`config.mk`:
```
export PLATFORM = sky130hd
export DESIGN_NAME = beep_pattern_task_queue
export DESIGN_NICKNAME = d
export VERILOG_FILES = /design/src/rtl/core/bpq_pkg.sv /design/src/rtl/core/bpq_ram.sv /design/src/rtl/core/bpq_ctrl.sv /design/src/rtl/core/bpq_dp.sv /design/src/rtl/core/beep_pattern_task_queue.sv
export SDC_FILE = /design/constraint.sdc
export NUM_CORES = 1
export LEC_CHECK = 0
export ABC_AREA = 1
export BUFFER_PORTS_ARGS = -buffer_cell sky130_fd_sc_hd__buf_2
export CAP_MARGIN = 20
export CORE_MARGIN = 1
export CORE_UTILIZATION = 40
export CTS_CLUSTER_SIZE = 28
export DETAILED_ROUTE_END_ITERATION = 8
export PLACE_DENSITY = 0.54
export SLEW_MARGIN = 25
export SYNTH_ARGS = -nofsm -noshare
export SYNTH_HDL_FRONTEND = slang
export SYNTH_HIERARCHICAL = 1
export SYNTH_SLANG_ARGS = --single-unit
export TNS_END_PERCENT = 10
```
`constraint.sdc`:
```
create_clock -name clk -period 4.5 [get_ports clk]
set_clock_uncertainty 0.15 [all_clocks]
set_input_delay 0.9 -clock clk [delete_from_list [all_inputs] [get_ports clk]]
set_output_delay 0.9 -clock clk [all_outputs]
set_load 0.02 [all_outputs]
```
`src/rtl/core/bpq_pkg.sv`:
```
// ----------------------------------------------------------------------------
// bpq_pkg
// shared types and constants of the beep pattern task queue
// ----------------------------------------------------------------------------
package bpq_pkg;

    localparam int QUANTUM_W  = 10;
    localparam int RATE_W     = 8;
    localparam int COUNT_W    = 8;
    localparam int IVL_W      = 8;
    localparam int TASK_W     = COUNT_W + IVL_W;
    localparam int SPAN_W     = 12;
    localparam int ELAPSED_W  = 16;
    localparam int LEVEL_W    = 4;
    localparam int CFG_IDX_W  = 1;
    localparam int CFG_DATA_W = 10;

    localparam logic OP_TICK = 1'b0;
    localparam logic OP_ADD  = 1'b1;

    localparam logic [CFG_IDX_W-1:0] CFG_QUANTUM = 1'b0;
    localparam logic [CFG_IDX_W-1:0] CFG_RATE    = 1'b1;

    localparam logic [QUANTUM_W-1:0] QUANTUM_RESET = 10'd10;
    localparam logic [RATE_W-1:0]    RATE_RESET    = 8'd100;

    typedef struct packed {
        logic add_write;
        logic add_refuse;
        logic pop;
        logic exec;
    } bpq_cmd_t;

    typedef struct packed {
        logic full;
        logic pop_ok;
    } bpq_status_t;

endpackage

```
`src/rtl/core/bpq_ram.sv`:
```
// ----------------------------------------------------------------------------
// bpq_ram
// generic single write port ram with registered read
// ----------------------------------------------------------------------------
module bpq_ram #(
    parameter int WIDTH = 16,
    parameter int DEPTH = 10
) (
    input  logic                     clk,
    input  logic                     we,
    input  logic [$clog2(DEPTH)-1:0] waddr,
    input  logic [WIDTH-1:0]         wdata,
    input  logic                     re,
    input  logic [$clog2(DEPTH)-1:0] raddr,
    output logic [WIDTH-1:0]         rdata
);

    logic [WIDTH-1:0] mem [DEPTH];

    always_ff @(posedge clk)
    begin
        if (we)
        begin
            mem[waddr] <= wdata;
        end
        if (re)
        begin
            rdata <= mem[raddr];
        end
    end

endmodule

```
`src/rtl/core/bpq_ctrl.sv`:
```
// ----------------------------------------------------------------------------
// bpq_ctrl
// controller: accepts words, sequences queue pop and task step
// ----------------------------------------------------------------------------
module bpq_ctrl
    import bpq_pkg::*;
(
    input  logic        clk,
    input  logic        rst_n,
    input  logic        start,
    input  logic        op,
    input  bpq_status_t status,
    output bpq_cmd_t    cmd,
    output logic        busy
);

    typedef enum logic {
        ST_IDLE,
        ST_EXEC
    } state_t;

    state_t state_reg;
    state_t state_next;

    always_comb
    begin
        cmd        = '0;
        state_next = state_reg;
        unique case (state_reg)
            ST_IDLE:
            begin
                if (start)
                begin
                    if (op == OP_ADD)
                    begin
                        cmd.add_write  = !status.full;
                        cmd.add_refuse = status.full;
                    end
                    else
                    begin
                        cmd.pop    = status.pop_ok;
                        state_next = ST_EXEC;
                    end
                end
            end
            ST_EXEC:
            begin
                cmd.exec   = 1'b1;
                state_next = ST_IDLE;
            end
        endcase
    end

    always_ff @(posedge clk or negedge rst_n)
    begin
        if (!rst_n)
        begin
            state_reg <= ST_IDLE;
            busy      <= 1'b0;
        end
        else
        begin
            state_reg <= state_next;
            busy      <= (state_next == ST_EXEC);
        end
    end

endmodule

```
`src/rtl/core/bpq_dp.sv`:
```
// ----------------------------------------------------------------------------
// bpq_dp
// datapath: task ring queue, beep timing, gap counter and result registers
// ----------------------------------------------------------------------------
module bpq_dp
    import bpq_pkg::*;
#(
    parameter int QUEUE_DEPTH = 10
) (
    input  logic                  clk,
    input  logic                  rst_n,
    input  bpq_cmd_t              cmd,
    output bpq_status_t           status,
    input  logic [COUNT_W-1:0]    beep_count,
    input  logic [IVL_W-1:0]      interval_10ms,
    input  logic                  cfg_we,
    input  logic [CFG_IDX_W-1:0]  cfg_index,
    input  logic [CFG_DATA_W-1:0] cfg_data,
    output logic                  done,
    output logic                  add_accepted,
    output logic                  buzzer_on,
    output logic                  task_finished,
    output logic [LEVEL_W-1:0]    queue_level
);

    localparam int AW = $clog2(QUEUE_DEPTH);
    localparam int FW = $clog2(QUEUE_DEPTH + 1);
    localparam logic [AW-1:0] LAST_ADDR = AW'(QUEUE_DEPTH - 1);
    localparam logic [FW-1:0] FULL_LEVEL = FW'(QUEUE_DEPTH);

    logic [QUANTUM_W-1:0] quantum_reg;
    logic [RATE_W-1:0]    rate_reg;
    logic [AW-1:0]        rd_ptr_reg;
    logic [AW-1:0]        wr_ptr_reg;
    logic [FW-1:0]        fill_reg;
    logic [FW-1:0]        fill_next;
    logic [COUNT_W-1:0]   cur_count_reg;
    logic [IVL_W-1:0]     cur_ivl_reg;
    logic [ELAPSED_W-1:0] elapsed_reg;
    logic [COUNT_W-1:0]   beeps_reg;
    logic                 buzzer_reg;
    logic                 last_over_reg;
    logic                 gap_reg;
    logic [RATE_W-1:0]    gap_ticks_reg;
    logic                 popped_reg;

    logic [TASK_W-1:0]    ram_rdata;
    logic [FW+LEVEL_W-1:0] fill_ext;

    // task step
    logic [COUNT_W-1:0]   cnt;
    logic [IVL_W-1:0]     ivl;
    logic [SPAN_W-1:0]    span;
    logic [SPAN_W:0]      span2;
    logic                 instant_end;
    logic [ELAPSED_W-1:0] el_sum;
    logic [COUNT_W-1:0]   beeps_inc;
    logic                 fin;
    logic [ELAPSED_W-1:0] elapsed_next;
    logic [COUNT_W-1:0]   beeps_next;
    logic                 buzzer_next;
    logic                 gap_any;
    logic [RATE_W-1:0]    gap_inc;
    logic                 gap_next;
    logic [RATE_W-1:0]    gap_ticks_next;

    bpq_ram #(
        .WIDTH (TASK_W),
        .DEPTH (QUEUE_DEPTH)
    ) u_store (
        .clk   (clk),
        .we    (cmd.add_write),
        .waddr (wr_ptr_reg),
        .wdata ({beep_count, interval_10ms}),
        .re    (cmd.pop),
        .raddr (rd_ptr_reg),
        .rdata (ram_rdata)
    );

    assign status.full   = (fill_reg == FULL_LEVEL);
    assign status.pop_ok = !gap_reg && (fill_reg != '0) && last_over_reg;

    always_comb
    begin
        fill_next = fill_reg;
        if (cmd.add_write)
        begin
            fill_next = fill_reg + 1'b1;
        end
        else if (cmd.pop)
        begin
            fill_next = fill_reg - 1'b1;
        end
    end

    assign fill_ext = {{LEVEL_W{1'b0}}, fill_next};

    always_comb
    begin
        cnt       = popped_reg ? ram_rdata[TASK_W-1:IVL_W] : cur_count_reg;
        ivl       = popped_reg ? ram_rdata[IVL_W-1:0] : cur_ivl_reg;
        span      = {1'b0, ivl, 3'b000} + {3'b000, ivl, 1'b0};
        span2     = {span, 1'b0};
        el_sum    = elapsed_reg + ELAPSED_W'(quantum_reg);
        beeps_inc = beeps_reg + 1'b1;
        instant_end = ((cnt == '0) && (ivl == '0)) ||
                      (span < SPAN_W'(quantum_reg));

        fin          = 1'b0;
        elapsed_next = el_sum;
        beeps_next   = beeps_reg;
        buzzer_next  = buzzer_reg;
        priority if (instant_end)
        begin
            elapsed_next = '0;
            beeps_next   = '0;
            buzzer_next  = 1'b0;
            fin          = 1'b1;
        end
        else if (el_sum < ELAPSED_W'(span))
        begin
            buzzer_next = 1'b1;
        end
        else if (el_sum < ELAPSED_W'(span2))
        begin
            buzzer_next = 1'b0;
        end
        else
        begin
            elapsed_next = '0;
            beeps_next   = beeps_inc;
            if (beeps_inc == cnt)
            begin
                buzzer_next = 1'b0;
                beeps_next  = '0;
                fin         = 1'b1;
            end
        end

        gap_any        = gap_reg || fin;
        gap_inc        = gap_ticks_reg + 1'b1;
        gap_next       = gap_reg;
        gap_ticks_next = gap_ticks_reg;
        if (gap_any)
        begin
            if (gap_inc >= rate_reg)
            begin
                gap_next       = 1'b0;
                gap_ticks_next = '0;
            end
            else
            begin
                gap_next       = 1'b1;
                gap_ticks_next = gap_inc;
            end
        end
    end

    always_ff @(posedge clk or negedge rst_n)
    begin
        if (!rst_n)
        begin
            quantum_reg   <= QUANTUM_RESET;
            rate_reg      <= RATE_RESET;
            rd_ptr_reg    <= '0;
            wr_ptr_reg    <= '0;
            fill_reg      <= '0;
            cur_count_reg <= '0;
            cur_ivl_reg   <= '0;
            elapsed_reg   <= '0;
            beeps_reg     <= '0;
            buzzer_reg    <= 1'b0;
            last_over_reg <= 1'b1;
            gap_reg       <= 1'b0;
            gap_ticks_reg <= '0;
            popped_reg    <= 1'b0;
            done          <= 1'b0;
            add_accepted  <= 1'b0;
            task_finished <= 1'b0;
            queue_level   <= '0;
        end
        else
        begin
            if (cfg_we)
            begin
                unique case (cfg_index)
                    CFG_QUANTUM: quantum_reg <= cfg_data[QUANTUM_W-1:0];
                    CFG_RATE:    rate_reg    <= cfg_data[RATE_W-1:0];
                endcase
            end

            fill_reg <= fill_next;
            if (cmd.add_write)
            begin
                wr_ptr_reg <= (wr_ptr_reg == LAST_ADDR) ? '0 : wr_ptr_reg + 1'b1;
            end
            if (cmd.pop)
            begin
                rd_ptr_reg <= (rd_ptr_reg == LAST_ADDR) ? '0 : rd_ptr_reg + 1'b1;
            end
            if (cmd.pop || cmd.exec)
            begin
                popped_reg <= cmd.pop;
            end

            if (cmd.exec)
            begin
                elapsed_reg   <= elapsed_next;
                beeps_reg     <= beeps_next;
                buzzer_reg    <= buzzer_next;
                last_over_reg <= fin;
                cur_count_reg <= fin ? '0 : cnt;
                cur_ivl_reg   <= fin ? '0 : ivl;
                gap_reg       <= gap_next;
                gap_ticks_reg <= gap_ticks_next;
            end

            done <= cmd.add_write || cmd.add_refuse || cmd.exec;
            if (cmd.add_write || cmd.add_refuse || cmd.exec)
            begin
                add_accepted  <= cmd.add_write;
                task_finished <= cmd.exec && fin;
                queue_level   <= fill_ext[LEVEL_W-1:0];
            end
        end
    end

    assign buzzer_on = buzzer_reg;

    fill_bound: assert property (@(posedge clk) disable iff (!rst_n)
        fill_reg <= FULL_LEVEL)
        else $error("queue fill above depth");

    no_empty_pop: assert property (@(posedge clk) disable iff (!rst_n)
        cmd.pop |-> (fill_reg != '0) && !gap_reg)
        else $error("pop from empty queue or during gap");

    exec_after_tick: assert property (@(posedge clk) disable iff (!rst_n)
        cmd.exec |-> !$past(cmd.add_write) && !$past(cmd.add_refuse))
        else $error("task step not preceded by tick");

    finish_silent: assert property (@(posedge clk) disable iff (!rst_n)
        (done && task_finished) |-> !buzzer_on)
        else $error("finished task left buzzer on");

endmodule

```
`src/rtl/core/beep_pattern_task_queue.sv`:
```
// ----------------------------------------------------------------------------
// beep_pattern_task_queue
// beeper sequencer with a ring queue of beep tasks
//
//  channel   handshake              payload
//  -------   --------------------   ------------------------------------------
//  item in   start && !busy         op, beep_count, interval_10ms
//  result    done (one cycle)       add_accepted, buzzer_on, task_finished,
//                                   queue_level
//  config    cfg_valid && cfg_ready cfg_index, cfg_data
//
//  an add word gives its result in the next cycle; busy stays low
//  a tick word runs a queue read, then a task step; busy for one cycle
//  the split into read and step is set by the registered read of the task store
//  reset clears all control state; the task store holds no reset value
//  results cannot be stalled and are shown exactly one cycle
// ----------------------------------------------------------------------------
module beep_pattern_task_queue
    import bpq_pkg::*;
#(
    parameter int QUEUE_DEPTH = 10
) (
    input  logic                  clk,
    input  logic                  rst_n,
    input  logic                  start,
    output logic                  busy,
    input  logic                  op,
    input  logic [COUNT_W-1:0]    beep_count,
    input  logic [IVL_W-1:0]      interval_10ms,
    input  logic                  cfg_valid,
    output logic                  cfg_ready,
    input  logic [CFG_IDX_W-1:0]  cfg_index,
    input  logic [CFG_DATA_W-1:0] cfg_data,
    output logic                  done,
    output logic                  add_accepted,
    output logic                  buzzer_on,
    output logic                  task_finished,
    output logic [LEVEL_W-1:0]    queue_level
);

    bpq_cmd_t    cmd;
    bpq_status_t status;

    assign cfg_ready = !busy;

    bpq_ctrl u_ctrl (
        .clk    (clk),
        .rst_n  (rst_n),
        .start  (start),
        .op     (op),
        .status (status),
        .cmd    (cmd),
        .busy   (busy)
    );

    bpq_dp #(
        .QUEUE_DEPTH (QUEUE_DEPTH)
    ) u_dp (
        .clk           (clk),
        .rst_n         (rst_n),
        .cmd           (cmd),
        .status        (status),
        .beep_count    (beep_count),
        .interval_10ms (interval_10ms),
        .cfg_we        (cfg_valid && cfg_ready),
        .cfg_index     (cfg_index),
        .cfg_data      (cfg_data),
        .done          (done),
        .add_accepted  (add_accepted),
        .buzzer_on     (buzzer_on),
        .task_finished (task_finished),
        .queue_level   (queue_level)
    );

endmodule

```
# Word level (Yosys, flattened, before mapping)
# Memories as Yosys holds them, arrays and structs flattened. A register that Yosys moved wholly into a read port is not among the register bits.
# Index checks and enable logic that the tools add are counted.
[word_totals]
ff_bits = 90
mem_bits_rw = 160
inputBits = 32
output_inout_bits = 10
wordCells = 97
n_memories = 1
[memory_table]
columns = ["memory", "depth", "word_bits", "rd", "rd_ports_with_merged_regs", "write_ports", "line", "rtl"]
rows = [
  ["u_dp.u_store.mem", 10, 16, 1, 1, 1, "bpq_ram.sv:18", "logic [WIDTH-1:0] mem [DEPTH];"],
]
[classes]
n_addsub = 8
n_lt_le_gt_ge = 4
eq_ne = 6
n_mux = 35
bitwise = 2
reduce_logical = 22
[ops]
columns = ["operator", "count"]
rows = [
  ["8-bit 2-to-1 mux", 9],
  ["16-bit 2-to-1 mux", 3],
  ["16-bit by 10-bit adder with 16-bit output", 1],
  ["8-bit by 1-bit adder with 8-bit output (second input constant)", 2],
  ["8-bit logical NOT", 2],
  ["16-bit by 12-bit < comparator with 1-bit output", 1],
  ["16-bit by 13-bit < comparator with 1-bit output", 1],
  ["4-bit 2-to-1 mux", 4],
  ["1-bit 2-to-1 mux", 15],
  ["11-bit by 9-bit adder with 12-bit output", 1],
  ["4-bit by 1-bit adder with 4-bit output (second input constant)", 3],
  ["4-bit == test (second input constant)", 3],
  ["12-bit by 10-bit < comparator with 1-bit output", 1],
  ["8-bit == test", 1],
  ["8-bit >= comparator", 1],
  ["2-bit AND reduction", 4],
  ["4-bit nonzero test", 2],
  ["3-bit 2-to-1 mux", 2],
  ["1-bit logical AND", 5],
  ["1-bit logical OR", 5],
  ["2-bit by 1-bit inequality test with 1-bit output (second input constant)", 2],
  ["4-bit by 1-bit subtractor with 4-bit output (second input constant)", 1],
  ["1-bit logical NOT", 3],
  ["3-bit AND reduction", 1],
  ["other kinds (3)", 4],
]

# Depth between registers and ports, before layout
# Gate-level depths: netlist of run 1.
[logic_depth]
depth_word = 8
depth_mapped = 28
depth_no_buf = 27

# Cells and area by module
# Netlist of run 1, hierarchy kept.
[modules_own_cells]
columns = ["mod", "n_inst", "cells_each", "area_each_um2", "seq_area_each_um2"]
rows = [
  ["bpq_ram", 1, 648, 7294.5, 5285.1],
  ["bpq_dp", 1, 889, 6567.5, 2234.6],
  ["bpq_ctrl", 1, 12, 72.6, 25.0],
  ["beep_pattern_task_queue", 1, 3, 13.8, 0.0],
]

# Least setup slack after synthesis of run 1
# OpenSTA, ideal clock, no wires.
[synth_path]
path_kind = "flip-flop to flip-flop"
start = "register u_dp.popped_reg"
end = "register u_dp.gap_ticks_reg[0]"
setup_time_ns = 0.118
arrival_ns = 3.351
required_ns = 4.232
path_slack_ns = 0.881
stages_incl_launch_ff = 24
n_path_buf = 3
synth_period_minus_slack_ns = 3.619
path_cell_list = "dfrtp_1 -> buf_4 -> buf_2 -> o21ai_0 -> inv_1 -> ha_1 -> fa_1 -> nand2_1 -> nand3_1 -> xor2_1 -> inv_1 -> ha_1 -> a21o_1 -> nor2_1 -> nand2_1 -> nand2_1 -> nand3_1 -> nor2_1 -> nor2_4 -> nand3_1 -> nand4_1 -> buf_4 -> nand3_1 -> nand2_1"
[synth_between]
elab_chain_cells = 8
word_cells_on_any_way = 17
cone_classes = "add/sub (1); order compare (3); eq/ne (1); mux (6); reduce/logical (6)"
[synth_rtl]
columns = ["element", "line", "rtl"]
rows = [
  ["from (decl)", "bpq_dp.sv:45", "logic popped_reg;"],
  ["from (signal assigned)", "bpq_dp.sv:203", "popped_reg <= cmd.pop;"],
  ["8-bit 2-to-1 mux (on tied branches)", "bpq_dp.sv:101, bpq_dp.sv:100", ""],
  ["11-bit by 9-bit adder with 12-bit output / 8-bit == test (equally long branches)", "bpq_dp.sv:102, bpq_dp.sv:132", ""],
  ["16-bit by 13-bit < comparator with 1-bit output / 1-bit 2-to-1 mux (equally long branches)", "bpq_dp.sv:124, bpq_dp.sv:132", ""],
  ["1-bit 2-to-1 mux", "bpq_dp.sv:124", "else if (el_sum < ELAPSED_W'(span2))"],
  ["1-bit 2-to-1 mux", "bpq_dp.sv:120", "else if (el_sum < ELAPSED_W'(span))"],
  ["1-bit 2-to-1 mux *", "bpq_dp.sv:113", "priority if (instant_end)"],
  ["1-bit logical OR *", "bpq_dp.sv:140", "gap_any = gap_reg || fin;"],
  ["2-bit AND reduction (no source line) *", "--", ""],
  ["to (signal assigned)", "bpq_dp.sv:215", "gap_ticks_reg <= gap_ticks_next;"],
  ["to (decl)", "bpq_dp.sv:44", "logic [RATE_W-1:0] gap_ticks_reg;"],
]
# Every way passes the cells marked *; elsewhere a longest branch is shown, timed or not.
# A chain may end at the register's enable or synchronous reset.

# Worst setup path after layout of run 1
[layout_path]
start = "register u_dp.popped_reg"
end = "register u_dp.gap_ticks_reg[5]"
# The elaborated chain is that of the path after synthesis.

==> results of run 1 <==
-- kinds of logic (layout without fill, tap and decap cells) --
| kind of cell | count (synthesis) | count (layout) |
|---|---|---|
| adder cells (fa/ha/maj) | 60 | 60 |
| AO/OA/AOI/OAI | 126 | 126 |
| buffers and inverters | 298 | 366 |
| multiplexers | 3 | 3 |
| flip-flops | 266 | 266 |
| XOR/XNOR | 29 | 29 |
| AND/OR/NAND/NOR | 770 | 770 |
-- layer usage --
| metal | up-vias | part of all wire, % |
|---|---|---|
| li1 | 5087 | - |
| met1 | 4721 | 45 |
| met2 | 189 | 48 |
| met3 | 59 | 3.5 |
| met4 | 0 | 3.3 |
| met5 | - | 0 |
-- worst max-delay path by stage --
stage / startpoint / cells past startpoint / slack (ns) / endpoint
after floorplan: u_dp/popped_reg$_DFFE_PN0P_ / 23 / 0.88 / u_dp/gap_ticks_reg[0]$_DFFE_PN0P_
after global placement: u_dp/popped_reg$_DFFE_PN0P_ / 20 / 0.39 / u_dp/gap_reg$_DFFE_PN0P_
after detailed placement: u_dp/popped_reg$_DFFE_PN0P_ / 21 / 0.31 / u_dp/gap_ticks_reg[4]$_DFFE_PN0P_
after CTS: u_dp/popped_reg$_DFFE_PN0P_ / 20 / 0.31 / u_dp/gap_reg$_DFFE_PN0P_
after global routing: u_dp/popped_reg$_DFFE_PN0P_ / 21 / 0.01 / u_dp/gap_ticks_reg[0]$_DFFE_PN0P_
final: u_dp/popped_reg$_DFFE_PN0P_ / 21 / 0.31 / u_dp/gap_ticks_reg[5]$_DFFE_PN0P_
-- stage by stage --
| stage | hold slack [ns] | cells | setup slack (ns) |
|---|---|---|---|
| 2_1_floorplan | 0.298 | 1552 | 0.881 |
| 3_3_place_gp | 0.313 | 2019 | 0.387 |
| 3_5_place_dp | 0.318 | 2019 | 0.311 |
| 4_1_cts | 0.315 | 2074 | 0.313 |
| 5_1_grt | 0.0576 | 2075 | 0.0130 |
| 6_report | 0.0570 | 2075 | 0.313 |
-- power groups by stage --
stage                     clock [mW]  combinational (mW)  sequential [mW]
after detailed placement           0                3.54             3.16
after global routing            2.72                4.03             3.15
after global placement             0                3.49             3.16
after floorplan                    0                2.75             3.11
final                           2.57                3.53             3.12
after CTS                       2.64                3.55             3.12
-- final cells by class --
class / instances / area [µm²]
fillers: 3310 / 18800
flip-flops and latches: 266 / 7550
multi-input cells: 988 / 5160
inverters: 248 / 936
clock buffers: 40 / 860
well taps: 455 / 569
repair buffers: 63 / 393
clock inverters: 15 / 186
-- cell usage in the layout (no fill, tap or decap), types with 4 or more instances in the layout --
cell       synthesis  layout
nand3_1          150     150
xnor2_1            4       4
clkbuf_16          0      31
ha_1              58      58
inv_1            230     230
dfstp_2            6       6
bufinv_16          0       4
edfxtp_1         176     176
clkbuf_1          12       4
dfrtp_1           84      82
clkbuf_8           0       5
nand2_2           28      28
nand2_1          441     441
nor2_2             2      12
xor2_1            25      24
o21bai_1           5       5
a21oi_1           26      26
clkinv_1           1       7
nand4_1            9       9
inv_2             16      16
nand3b_1           5       5
o21ai_1            5       5
buf_2             15      40
nor2_1           106      96
o21ai_0           56      56
buf_4              7      22
o21ai_2           16      16
nor3_1            12      12
==> results.toml, run 1 <==
[run_status]
status = "completed"

[pwr]
irDropWorstVdd_mv = 0.308
seqPwrFrac_pct = 33.8
p_switching_mw = 3.56
netSwitchingFraction_pct = 38.6
pwr-share-clk_pct = 27.9
p_total_mw = 9.22
power_density_nw_per_um2 = 589
combPwrFrac_pct = 38.3
intPower_mw = 5.66
p_leak_nw = 7.33

[setup_path]
slowest_delay_ns = 0.43
start_kind = "flip-flop"
reg2reg_to = "u_dp/gap_ticks_reg[5]$_DFFE_PN0P_"
path_buf_inv = 3
critPathSlowestCell = "nand4_1"
r2r-start = "u_dp/popped_reg$_DFFE_PN0P_"
crit_family = "simple AND/OR/NAND/NOR gates"
critPathCaptureType = "flip-flop"
r2r_setup_slack_ns = 0.31
cpMostUsedCell = "nand2_1"
path_max_fanout = 27
crit_arrival_ns = 4.49
crit_path_cell_trace = "buf_4 -> o21ai_0 -> inv_1 -> ha_1 -> fa_1 -> nand2_1 -> nand3_1 -> xor2_1 -> inv_1 -> ha_1 -> a21o_1 -> nor2_1 -> nand2_1 -> nand2_1 -> nand3_1 -> nor2_1 -> nor2_4 -> nand4_1 -> nand4_1 -> nand3_1 -> nand2_1"
reg2reg_depth = 21
worstPathRequired_ns = 4.81
path_class = "reg2reg"

[global_routing]
grt_max_degree = 81
grt-ovfl-total = 0
met3_usage_pct = 2.46
grt_antenna_before_repair = 1
grt_pass1_vias = 9794
gr-usage-met1_pct = 23.4
grt.busiest_layer = "met2"
grt_usage_pct = 18.5
grt_pass1_wl_mm = 51.9
gr-usage-met2_pct = 32.3

[clocking]
cts_inserted_buffers = 31
cts_tree = "yes"
clock-sinks = 266
cts_setup_buffers = 0
cts-root-buf = "clkbuf_16"
clk_latency_ns = 0.58
h-tree-depth = 1
cts_resized = 0
clk_pin_slew_ns = 0.06
cts_buffer_depth = 3
postCtsHoldBufs = 0

[floorplan]
die_x_um = 189
core_area_um2 = 34500
dieArea_um2 = 35600
initial_core_util_pct = 40.5
die_h_um = 189
ios = 42
std_cell_rows = 68

[synth]
synth_fa_ha_area_share_pct = 5.49
syn_avg_cell_area_um2 = 8.99
synth_mux_area_share_pct = 0.242
ys_types = 53
ys_ff_latch = 266
synth_compound_area_share_pct = 5.51
ys_seq_area_share_pct = 54.1
synthXorXnorAreaFrac_pct = 1.82
synth_nets = 1644
synth_area_um2 = 13900
synthSimpleGateAreaFrac_pct = 23.7
synthArstFlopShare_pct = 33.8
synth_top_family_by_area = "simple AND/OR/NAND/NOR gates"
yosysMostFrequentCell = "nand2_1"
synth_top_area_cell = "edfxtp_1"
netlist_top_cells_area = "edfxtp_1, dfrtp_1, nand2_1"
postSynthCellCount = 1552
synth_top_flop_cell = "edfxtp_1"
synth_common_cells = "nand2_1, inv_1, edfxtp_1"
synth-edff-count = 176
synth_top_area_share_pct = 37.9
ys_warn_count = 6

[placed_design]
dp_hpwl_mm = 20.2
gp_congestion = 0.867
placed_area_um2 = 14600
io_buffers = 41

[drt]
wl_mm = 32.2
viasPerCell = 4.85
dr.pass1.iters = 4
avgRoutedWirePerCell_um = 15.5
antenna_left = 0
vias = 10056
drc_errors = 0
drt_iter0_drc = 515

[timing]
finalSetupTns_ns = 0
max_slew_margin_pct = 42.7
period_needed_ns = 4.19
period_share_pct = 93.0
fmax_mhz = 239
rsz0062_at_grt = "no"
finalHoldViolCount = 0
final-setup-viol-count = 0
slew_viol_final = 0
tightest_slew_ns = 0.859

[worst_hold_path]
hp-class = "in2async"

[cells_and_area]
antenna_cells = 0
areaGrowthSynthToFinish_pct = 12.2
largest_register_ffs = 160
fin_util_pct = 45.4
layout-drive-gt1-share_pct = 13.0
fin_nets = 1690
design_area_um2 = 15700

[flow_run]
maxCapViolCount = 0
(Power assumes the default switching activity.)
==> run 2, diff against run 1 <==
--- a/config.mk
+++ b/config.mk
@@ -8,11 +8,14 @@
 export ABC_AREA = 1
 export BUFFER_PORTS_ARGS = -buffer_cell sky130_fd_sc_hd__buf_2
 export CAP_MARGIN = 20
+export CELL_PAD_IN_SITES_DETAIL_PLACEMENT = 1
+export CELL_PAD_IN_SITES_GLOBAL_PLACEMENT = 1
 export CORE_MARGIN = 1
 export CORE_UTILIZATION = 40
 export CTS_CLUSTER_SIZE = 28
 export DETAILED_ROUTE_END_ITERATION = 8
-export PLACE_DENSITY = 0.54
+export PLACE_DENSITY = 0.67
+export SKIP_LAST_GASP = 1
 export SLEW_MARGIN = 25
 export SYNTH_ARGS = -nofsm -noshare
 export SYNTH_HDL_FRONTEND = slang
==> results.toml, run 2 (same netlist as run 1, synthesis figures left out) <==
[run_status]
status = "completed"

[setup_path]
r2r-start = "u_dp/popped_reg$_DFFE_PN0P_"
crit_arrival_ns = 4.41
path_class = "reg2reg"
crit_family = "simple AND/OR/NAND/NOR gates"
crit_path_cell_trace = "buf_4 -> nand2_1 -> o21ai_0 -> inv_1 -> ha_1 -> a21oi_1 -> nand2_1 -> a31o_2 -> xor2_1 -> ha_1 -> a21oi_1 -> nor2_1 -> a211oi_1 -> nand2_1 -> nand2_1 -> nand3_2 -> nand2_2 -> nand2_2 -> nand2_4 -> nand2_1 -> o21ai_1"
start_kind = "flip-flop"
path_max_fanout = 21
slowest_delay_ns = 0.48
worstSetupStartpoint = "u_dp/popped_reg$_DFFE_PN0P_"
cpMostUsedCell = "nand2_1"
critPathSlowestCell = "dfrtp_1"
path_buf_inv = 2
critPathCaptureType = "flip-flop"
worstPathRequired_ns = 4.83

[global_routing]
grt_antenna_before_repair = 0
grt_pass1_wl_mm = 57.9
grt_max_degree = 81
grt_usage_pct = 20.5
grt-ovfl-total = 0
grt_pass1_vias = 11043

[placed_design]
gp_congestion = 0.801
io_buffers = 41
dp_hpwl_mm = 23.3
post-place-ws_ns = 0.269

[drt]
avgRoutedWirePerCell_um = 16.9
antenna_left = 0
drc_errors = 0
viasPerCell = 4.93
dr.pass1.iters = 4
drt_iter0_drc = 387
vias = 10258
wl_mm = 35.1

[cells_and_area]
layout-drive-gt1-share_pct = 12.7
areaGrowthSynthToFinish_pct = 11.7
antenna_cells = 0
fin_nets = 1692
largest_register_ffs = 160
layout.cells.most_common = "nand2_1"
final_cell_mix = "nand2_1, inv_1, edfxtp_1"

[timing]
max_slew_margin_pct = 44.8
final-setup-viol-count = 0
layout_setup_ws_ns = 0.423
rsz0062_at_grt = "yes"
tightest_slew_ns = 0.827
fmax_mhz = 245
finalHoldViolCount = 0
slew_viol_final = 0
period_needed_ns = 4.08
finalSetupTns_ns = 0
period_share_pct = 90.6

[clocking]
cts_inserted_buffers = 31
cts_buffer_depth = 3
clock-sinks = 266
h-tree-depth = 1
postCtsHoldBufs = 0
clk_pin_slew_ns = 0.06
cts_tree = "yes"
cts-root-buf = "clkbuf_16"
clk_latency_ns = 0.58

[worst_hold_path]
hp-class = "in2async"

[floorplan]
dieArea_um2 = 35600
die_x_um = 189
die_h_um = 189
core_area_um2 = 34500
initial_core_util_pct = 40.5
ios = 42
std_cell_rows = 68

[pwr]
p_leak_nw = 7.29
power_density_nw_per_um2 = 588
irDropWorstVdd_mv = 0.334

[flow_run]
maxCapViolCount = 0
run 2: changes by cell type in the layout (fill, tap and decap cells not counted), sizes merged:
cell | before | now
buf | 63 | 65
bufinv | 4 | 2
clkbuf | 40 | 46
clkinv | 10 | 9
clkinvlp | 0 | 1
inv | 249 | 248
run 2: worst reg2reg max path, stage by stage (launching register included):
cell and delay [ns]:
dfrtp_1 0.48, buf_4 0.29, nand2_1 0.08, o21ai_0 0.07, inv_1 0.11, ha_1 0.36
a21oi_1 0.17, nand2_1 0.12, a31o_2 0.23, xor2_1 0.23, ha_1 0.29, a21oi_1 0.18
nor2_1 0.06, a211oi_1 0.17, nand2_1 0.08, nand2_1 0.10, nand3_2 0.15, nand2_2 0.11
nand2_2 0.07, nand2_4 0.31, nand2_1 0.09, o21ai_1 0.08
run 2: path summary, 6_finish.rpt:
path / cells past startpoint / slack, ns / endpoint
worst max register to register: 21 / 0.42 / u_dp/beeps_reg[0]$_DFFE_PN0P_
worst max-delay path: 21 / 0.42 / u_dp/beeps_reg[0]$_DFFE_PN0P_
worst min register to register: 2 / 0.33 / u_dp/cur_count_reg[0]$_DFFE_PN0P_
max in group asynchronous: 2 / 3.13 / u_dp/last_over_reg$_DFFE_PN1P_
min in group clk: 2 / 0.33 / u_dp/cur_count_reg[0]$_DFFE_PN0P_
worst min-delay path: 1 / 0.20 / u_dp/elapsed_reg[7]$_DFFE_PN0P_
run 2: per-stage QoR:
| step | area [µm²] | hold WS, ns | util, % | total power [mW] | cells |
|---|---|---|---|---|---|
| 2_1_floorplan | 13900 | 0.298 | - | 5.86 | 1552 |
| 3_3_place_gp | 14600 | 0.308 | 42.3 | 6.69 | 2021 |
| 3_5_place_dp | 14600 | 0.314 | 42.3 | 6.81 | 2021 |
| 4_1_cts | 15600 | 0.211 | 45.2 | 9.28 | 2079 |
| 5_1_grt | 15600 | 0.231 | 45.2 | 9.88 | 2080 |
| 6_report | 15600 | 0.204 | 45.2 | 9.16 | 2080 |
run 2: cell type report:
cell class              count  area [µm²]
fillers                  4033       18900
flip-flops and latches    266        7550
multi-input cells         988        5160
inverters                 248         936
clock buffers              46         862
well taps                 455         569
repair buffers             65         388
clock inverters            12         120
run 2: timing repair:
| item | in CTS | in global routing |
|---|---|---|
| setup endpoints to repair | 0 | 27 |
| buffers inserted | 0 | 1 |
| gates resized for setup | 0 | 1 |
run 2: metal layers:
| layer | part of all wire, % | global-route usage, % |
|---|---|---|
| met2 | 50 | 37.2 |
| met5 | 0 | 0 |
| met4 | 2.5 | 5.86 |
| met3 | 2.6 | 2.25 |
| met1 | 45 | 25.6 |
run 2: where the power goes:
part,switching [mW],internal (mW)
Combinational,2.41,1.20
Clock,0.988,1.43
Sequential,0.222,2.90
Total,3.62,5.54
==> run 3, diff against run 2 <==
--- a/config.mk
+++ b/config.mk
@@ -15,7 +15,7 @@
 export CTS_CLUSTER_SIZE = 28
 export DETAILED_ROUTE_END_ITERATION = 8
 export PLACE_DENSITY = 0.67
-export SKIP_LAST_GASP = 1
+export RECOVER_POWER = 100
 export SLEW_MARGIN = 25
 export SYNTH_ARGS = -nofsm -noshare
 export SYNTH_HDL_FRONTEND = slang
==> results.toml, run 3 (same netlist as run 1, synthesis figures left out) <==
[drt]
dr.pass1.iters = 4
vias = 10264
avgRoutedWirePerCell_um = 16.9
antenna_left = 0
wl_mm = 35.1
viasPerCell = 4.93
drt_iter0_drc = 391
drc_errors = 0

[floorplan]
die_x_um = 189
core_area_um2 = 34500
dieArea_um2 = 35600
ios = 42
die_h_um = 189
initial_core_util_pct = 40.5
std_cell_rows = 68

[pwr]
p_leak_nw = 7.14
irDropWorstVdd_mv = 0.335
p_total_mw = 9.11
power_density_nw_per_um2 = 591

[cells_and_area]
nFillCells = 4062
final_cell_mix = "nand2_1, inv_1, edfxtp_1"
fin_nets = 1692
fin_cells = 2080
fin_util_pct = 44.8
largest_register_ffs = 160
layout-drive-gt1-share_pct = 8.49
design_area_um2 = 15400
areaGrowthSynthToFinish_pct = 10.6
layout.cells.most_common = "nand2_1"
antenna_cells = 0

[timing]
finalHoldViolCount = 0
whs_ns = 0.333
tightest_slew_ns = 2.55
final-setup-viol-count = 0
period_needed_ns = 4.05
slew_viol_final = 60
rsz0062_at_grt = "no"
layout_setup_ws_ns = 0.453
max_slew_margin_pct = -70.1
fmax_mhz = 247
finalSetupTns_ns = 0
period_share_pct = 89.9

[clocking]
clk_pin_slew_ns = 0.06
cts_buffer_depth = 3
clk_latency_ns = 0.58
cts_inserted_buffers = 31
clock-sinks = 266
cts_tree = "yes"
cts-root-buf = "clkbuf_16"
h-tree-depth = 1

[setup_path]
path_class = "reg2reg"
slowest_delay_ns = 0.50
critPathSlowestCell = "dfrtp_1"
crit_path_cell_trace = "inv_2 -> or2_0 -> o21ai_0 -> inv_1 -> ha_1 -> fa_1 -> nand3_1 -> nand3_1 -> xor2_1 -> ha_1 -> a21oi_1 -> nor2_1 -> a211oi_1 -> nand3_4 -> nand2_1 -> nand2_1 -> nand2_8 -> nand2_2 -> o21ai_1"
crit_arrival_ns = 4.37
critPathCaptureType = "flip-flop"
worstPathRequired_ns = 4.83
path_max_fanout = 21
crit_family = "simple AND/OR/NAND/NOR gates"
start_kind = "flip-flop"
path_buf_inv = 2

[worst_hold_path]
hp-class = "reg2reg"

[placed_design]
post-place-ws_ns = 0.269
placed_area_um2 = 14600
gp_congestion = 0.801
dp_hpwl_mm = 23.3
io_buffers = 41
place_inst = 2021

[global_routing]
grt-ovfl-total = 0
grt_antenna_before_repair = 0
grt_usage_pct = 20.5
grt_max_degree = 81
grt_pass1_vias = 11043
grt_pass1_wl_mm = 57.9

[run_status]
failed_checks = "capacitance limit, slew limit"
status = "finished with violations"

[flow_run]
maxCapViolCount = 3
==> run 3: final cells by class <==
cell class | count | area [µm²] | share of cell area (%)
tap | 455 | 569 | 3.69
inverter | 248 | 935 | 6.06
clock buffer | 46 | 862 | 5.59
multi-input combinational | 988 | 5090 | 33.0
sequential | 266 | 7550 | 48.9
timing repair buffer | 65 | 302 | 1.95
clock inverter | 12 | 120 | 0.779
==> run 3: what timing repair did <==
action | in CTS | in global routing
setup endpoints to repair | 0 | 27
buffers inserted | 0 | 1
resized for setup | 0 | 3
hold buffers | 0 | 0
==> run 3: worst reg2reg max path, stage by stage (launching register included) <==
cell and delay (ns):
dfrtp_1 0.50, inv_2 0.08, or2_0 0.20, o21ai_0 0.07
inv_1 0.10, ha_1 0.24, fa_1 0.43, nand3_1 0.12
nand3_1 0.10, xor2_1 0.27, ha_1 0.30, a21oi_1 0.16
nor2_1 0.06, a211oi_1 0.42, nand3_4 0.18, nand2_1 0.10
nand2_1 0.14, nand2_8 0.21, nand2_2 0.06, o21ai_1 0.08
==> run 3: power by group <==
group | total, mW | switching (mW) | leakage (nW) | internal (mW)
registers | 3.13 | 0.222 | 2.74 | 2.91
clock network | 2.43 | 0.991 | 0.473 | 1.43
logic | 3.56 | 2.38 | 3.93 | 1.18
==> run 3: routing by layer <==
metal | wire (µm) | track usage, %
met4 | 884 | 5.86
met5 | 0 | 0
met2 | 17800 | 37.2
met3 | 947 | 2.25
met1 | 15400 | 25.6
==> run 3: final timing paths <==
| check | startpoint | to | slack (ns) | depth (start not counted) |
|---|---|---|---|---|
| min in group asynchronous | rst_n | u_dp/elapsed_reg[7]$_DFFE_PN0P_ | 0.98 | 1 |
| hold / removal | u_dp/cur_ivl_reg[4]$_DFFE_PN0P_ | u_dp/cur_ivl_reg[4]$_DFFE_PN0P_ | 0.33 | 2 |
| setup reg to reg | u_dp/popped_reg$_DFFE_PN0P_ | u_dp/beeps_reg[7]$_DFFE_PN0P_ | 0.45 | 19 |
| hold reg to reg | u_dp/cur_ivl_reg[4]$_DFFE_PN0P_ | u_dp/cur_ivl_reg[4]$_DFFE_PN0P_ | 0.33 | 2 |
| max in group asynchronous | rst_n | u_dp/cur_count_reg[2]$_DFFE_PN0P_ | 1.05 | 2 |
| setup / recovery | u_dp/popped_reg$_DFFE_PN0P_ | u_dp/beeps_reg[7]$_DFFE_PN0P_ | 0.45 | 19 |
